`src/rtl/vwu_pkg.sv`:
```
// ---------------------------------------------------------------------------
// vwu_pkg - shared types and constants for the vertex weld unique index block
// Word formats, register indexes, attribute codes and sequencer states.
// ---------------------------------------------------------------------------
`default_nettype none

package vwu_pkg;

    // Table geometry default and field counts
    localparam int TABLE_DEPTH_DEF = 256;
    localparam int VWU_FIELDS      = 10;
    localparam int FIELD_W         = 64;
    localparam int EPS_W           = 31;
    localparam int ATTR_W          = 3;
    localparam int OUT_IDX_W       = 8;

    // Configuration port
    localparam int CFG_IDX_W  = 1;
    localparam int CFG_DATA_W = 31;
    localparam logic [CFG_IDX_W-1:0] CFG_EPSILON  = 1'b0;
    localparam logic [CFG_IDX_W-1:0] CFG_TOL_ATTR = 1'b1;

    // Tolerant attribute codes (others mean exact)
    localparam logic [ATTR_W-1:0] ATTR_NONE      = 3'd0;
    localparam logic [ATTR_W-1:0] ATTR_POSITION  = 3'd1;
    localparam logic [ATTR_W-1:0] ATTR_NORMAL    = 3'd2;
    localparam logic [ATTR_W-1:0] ATTR_TEXCOORD  = 3'd3;
    localparam logic [ATTR_W-1:0] ATTR_TANGENT   = 3'd4;
    localparam logic [ATTR_W-1:0] ATTR_BITANGENT = 3'd5;

    // One stored vertex: ten fields, position_xy at the top
    typedef struct packed {
        logic [FIELD_W-1:0] position_xy;
        logic [FIELD_W-1:0] position_zw;
        logic [FIELD_W-1:0] normal_xy;
        logic [FIELD_W-1:0] normal_zw;
        logic [FIELD_W-1:0] texcoord_xy;
        logic [FIELD_W-1:0] texcoord_zw;
        logic [FIELD_W-1:0] tangent_xy;
        logic [FIELD_W-1:0] tangent_zw;
        logic [FIELD_W-1:0] bitangent_xy;
        logic [FIELD_W-1:0] bitangent_zw;
    } vwu_vertex_t;

    // Input word
    typedef struct packed {
        logic               clear_table;
        logic [FIELD_W-1:0] position_xy;
        logic [FIELD_W-1:0] position_zw;
        logic [FIELD_W-1:0] normal_xy;
        logic [FIELD_W-1:0] normal_zw;
        logic [FIELD_W-1:0] texcoord_xy;
        logic [FIELD_W-1:0] texcoord_zw;
        logic [FIELD_W-1:0] tangent_xy;
        logic [FIELD_W-1:0] tangent_zw;
        logic [FIELD_W-1:0] bitangent_xy;
        logic [FIELD_W-1:0] bitangent_zw;
    } vwu_in_t;

    // Result word
    typedef struct packed {
        logic [OUT_IDX_W-1:0] unique_index;
        logic                 newly_added;
        logic                 table_overflow;
    } vwu_out_t;

    // Sequencer states
    typedef enum logic [1:0] {
        ST_IDLE,
        ST_SEARCH,
        ST_FINISH
    } vwu_state_t;

endpackage

`default_nettype wire

```
`src/rtl/vwu_match.sv`:
```
// ---------------------------------------------------------------------------
// vwu_match - entry compare unit
// Compares one stored vertex against the held vertex: exact on all fields,
// except the four words of the tolerant attribute, checked by |a - b| <= eps.
// ---------------------------------------------------------------------------
`default_nettype none

module vwu_match (
    input  vwu_pkg::vwu_vertex_t             stored,
    input  vwu_pkg::vwu_vertex_t             vertex,
    input  wire [vwu_pkg::EPS_W-1:0]         epsilon,
    input  wire [vwu_pkg::ATTR_W-1:0]        tol_attr,
    output logic                             match
);

    localparam int NF = vwu_pkg::VWU_FIELDS;

    logic [NF-1:0][vwu_pkg::FIELD_W-1:0] sf;
    logic [NF-1:0][vwu_pkg::FIELD_W-1:0] vf;
    logic          tol_on;
    logic [2:0]    pair;
    logic [3:0]    fa;
    logic [3:0]    fb;
    logic [NF-1:0] field_ok;
    logic          tol_ok;

    // Signed Q16.16 distance check, exact in 33 bits
    function automatic logic word_close(input logic [31:0] a,
                                        input logic [31:0] b,
                                        input logic [vwu_pkg::EPS_W-1:0] eps);
        logic [32:0] d;
        logic [32:0] mag;
        d   = {a[31], a} - {b[31], b};
        mag = d[32] ? (~d + 33'd1) : d;
        return mag <= {2'b00, eps};
    endfunction

    assign sf = stored;
    assign vf = vertex;

    // Decode the tolerant attribute into a field pair
    always_comb begin
        tol_on = 1'b1;
        pair   = 3'd0;
        unique case (tol_attr)
            vwu_pkg::ATTR_POSITION:  pair = 3'd0;
            vwu_pkg::ATTR_NORMAL:    pair = 3'd1;
            vwu_pkg::ATTR_TEXCOORD:  pair = 3'd2;
            vwu_pkg::ATTR_TANGENT:   pair = 3'd3;
            vwu_pkg::ATTR_BITANGENT: pair = 3'd4;
            default:                 tol_on = 1'b0;
        endcase
    end

    // Field k of the list sits at packed index NF-1-k
    assign fa = 4'(NF - 1) - {pair, 1'b0};
    assign fb = fa - 4'd1;

    // Each tolerant word through its own distance check
    assign tol_ok = !tol_on ||
        (word_close(sf[fa][31:0],  vf[fa][31:0],  epsilon) &&
         word_close(sf[fa][63:32], vf[fa][63:32], epsilon) &&
         word_close(sf[fb][31:0],  vf[fb][31:0],  epsilon) &&
         word_close(sf[fb][63:32], vf[fb][63:32], epsilon));

    // Exact compare on every field outside the tolerant pair
    always_comb begin
        for (int k = 0; k < NF; k++) begin
            field_ok[NF-1-k] = (tol_on && (3'(k / 2) == pair)) ||
                               (sf[NF-1-k] == vf[NF-1-k]);
        end
    end

    assign match = (&field_ok) && tol_ok;

endmodule

`default_nettype wire
```
`config.mk`:
```
export PLATFORM = sky130hd
export DESIGN_NAME = vwu_match
export DESIGN_NICKNAME = d
export VERILOG_FILES = /design/src/rtl/vwu_pkg.sv /design/src/rtl/vwu_match.sv
export SDC_FILE = /design/constraint.sdc
export NUM_CORES = 2
export LEC_CHECK = 0
export BUFFER_PORTS_ARGS = -buffer_cell sky130_fd_sc_hd__buf_2
export CORE_AREA = 2 2 512 514
export DETAILED_ROUTE_END_ITERATION = 10
export DIE_AREA = 0 0 514 516
export SLEW_MARGIN = 20
export SYNTH_ARGS = -nofsm -noshare
export SYNTH_HDL_FRONTEND = slang
export SYNTH_SLANG_ARGS = --single-unit
```
`constraint.sdc`:
```
create_clock -name vclk -period 36
set_input_delay 7.2 -clock vclk [all_inputs]
set_output_delay 7.2 -clock vclk [all_outputs]
set_load 0.05 [all_outputs]
```
==> flow_metrics.env <==
export IMPL_holdBufCountCts=0
export IMPL_first_global_vias=44100
export IMPL_cp_top_family="compound AO/OA/AOI/OAI gates"
export IMPL_cp_common_cell="a2111oi_0"
export IMPL_tightest_slew_ns=1.28
export IMPL_multiInputGateArea_um2=29600
export IMPL_num_rows=187
export IMPL_critPathBufInv=7
export IMPL_cp_max_fo=108
export IMPL_postCtsSetupBuffers=0
export IMPL_antenna_left=0
export IMPL_drt_initial_drc_count=6788
export IMPL_netlist_instances=4737
export IMPL_drc=0
export IMPL_dp_hpwl_um=424000
export IMPL_fin_tns_setup_ns=0
export IMPL_layout_drive_gt1_share=0.248
export IMPL_via_per_inst=5.15
export IMPL_die_w_um=514
export IMPL_fin_crit_sh=0.725
export IMPL_ys_warn_count=0
export IMPL_worstPathRequired_ns=28.80
export IMPL_drv_slew=0
export IMPL_setup_viol=0
export IMPL_netlist_area_um2=31000
export IMPL_drt_first_pass_iters=6
export IMPL_seq_area_frac_synth=0
export IMPL_slowest_delay_ns=0.78
export IMPL_grt_start_max_net_pins=175
export IMPL_seq_area_um2=0
export IMPL_relSlewSlack=0.147
export IMPL_cts_resized=0
export IMPL_critPathCaptureType="primary output"
export IMPL_die_area_um2=265000
export IMPL_power_density_nw_per_um2=41.8
export IMPL_core_area_um2=259000
export IMPL_dpl_cell_count=9219
export IMPL_finalHoldViolCount=0
export IMPL_gp_congestion=1.08
export IMPL_design_seq_count=0
export IMPL_area_delta_synth_final_pct=35.3
export IMPL_clock_fmax_mhz=38.3
export IMPL_worstPathArrival_ns=18.89
export IMPL_grt_pass1_wl_um=544000
export IMPL_cap_violations=0
export IMPL_stdcell_count=9470
export IMPL_track_usage=0.327
export IMPL_synth_nets=6312
export IMPL_clock_buffers=0
export IMPL_ir_worst_vdd_uv=17.2
export IMPL_overflow=0
export IMPL_critPathLaunchType="input port"
export IMPL_fill_cells=30700
export IMPL_antenna_found_initial=544
export IMPL_status="complete, no violations"
export IMPL_avgSynthCellArea_um2=6.55
export IMPL_routedWlPerCell_um=48.4
export IMPL_path_class="in -> out"
export IMPL_ios=1315
export IMPL_fin_nets=7395
export IMPL_wl_um=458000
export IMPL_io_buffer_count=1315
export IMPL_holdCritPathClass="in -> out"
export IMPL_fin_crit_ns=26.09
export IMPL_synth_cell_type_count=97
export IMPL_cp_slowest_cell="o32ai_2"
export IMPL_vias=48800
export IMPL_p_leak_nw=16.6
export IMPL_die_y_um=516
export IMPL_rsz0062_at_grt="no"
export IMPL_initial_utilization=0.120
[Yosys cell counts, drive strengths merged, types with 67 or more instances]
library cell  number  area share
xor2             327       0.092
nor2             177       0.021
o22a             128       0.036
xnor2            472        0.13
nand4            183       0.037
nand3             67       0.011
nand2            707       0.086
a21oi            720        0.12
clkbuf           245       0.030
o22ai            152       0.031
o21ai            145       0.023
mux2i            266       0.086
nor4             122       0.026
ha               257        0.10
inv              123       0.015
[per-layer routing]
metal | global-route usage | wire [um] | share of wire
met1 | 0.343 | 158000 | 0.34
met2 | 0.494 | 193000 | 0.42
met3 | 0.139 | 54600 | 0.12
met4 | 0.302 | 50700 | 0.11
met5 | 0 | 1520 | 0.0033
[power by group]
group          switching, W       total [W]    internal (W)
sequential                0               0               0
combinational       0.00117         0.00176        0.000585
clock                     0  0.000000000704  0.000000000702
total               0.00117         0.00176        0.000585
[final cells by class]
cell class                      count  share of cell area
Tap cell                         3402               0.101
Multi-Input combinational cell   4321               0.704
Timing Repair Buffer             1374               0.169
Antenna cell                      250              0.0149
Inverter                          123              0.0110
[kinds of logic after synthesis]
| group | share of synthesized area |
|---|---|
| xor+xnor | 0.225 |
| compound gates | 0.296 |
| buf+inv | 0.0512 |
| fa+ha+maj | 0.106 |
| simple gates | 0.235 |
| mux | 0.0865 |
[layout by cell type, fill, tap and decap left out, drive strengths merged, types with 8 or more instances in the layout]
cell and count:
o22ai 152, o211ai 30, inv 123, diode 250, nand3 67, or2 18, o22a 128, o21ai 145
o31ai 25, or4 11, o21bai 13, a21o 52, a2111o 8, nor2b 31, o211a 9, buf 1374
or3 23, ha 257, a2111oi 15, or4b 9, nand2 707, o21a 21, a211oi 37, nor3 58
xor2 327, nand4 183, a31oi 30, and3 29, nor4 122, mux2i 266, and2 21, nand2b 18
a221oi 8, xnor2 472, a21oi 720, nor2 177
[final timing paths]
check | cells past startpoint | slack, ns | end | from
min | 5 | 15.73 | match | tol_attr[2]
max | 36 | 9.91 | match | tol_attr[2]
[metrics by stage]
step	utilization	hold WS (ns)	power (W)	setup WS, ns	cell area (um2)
floorplan	-	14.84	0.00100	12.65	31000
global placement	0.159	15.82	0.00170	9.61	41300
detailed placement	0.159	15.70	0.00169	10.25	41300
CTS	0.159	15.70	0.00170	10.19	41300
global route	0.161	15.72	0.00184	9.24	41700
finish	0.162	15.73	0.00176	9.91	42000
Note: power is estimated with default switching activity, not from simulation.
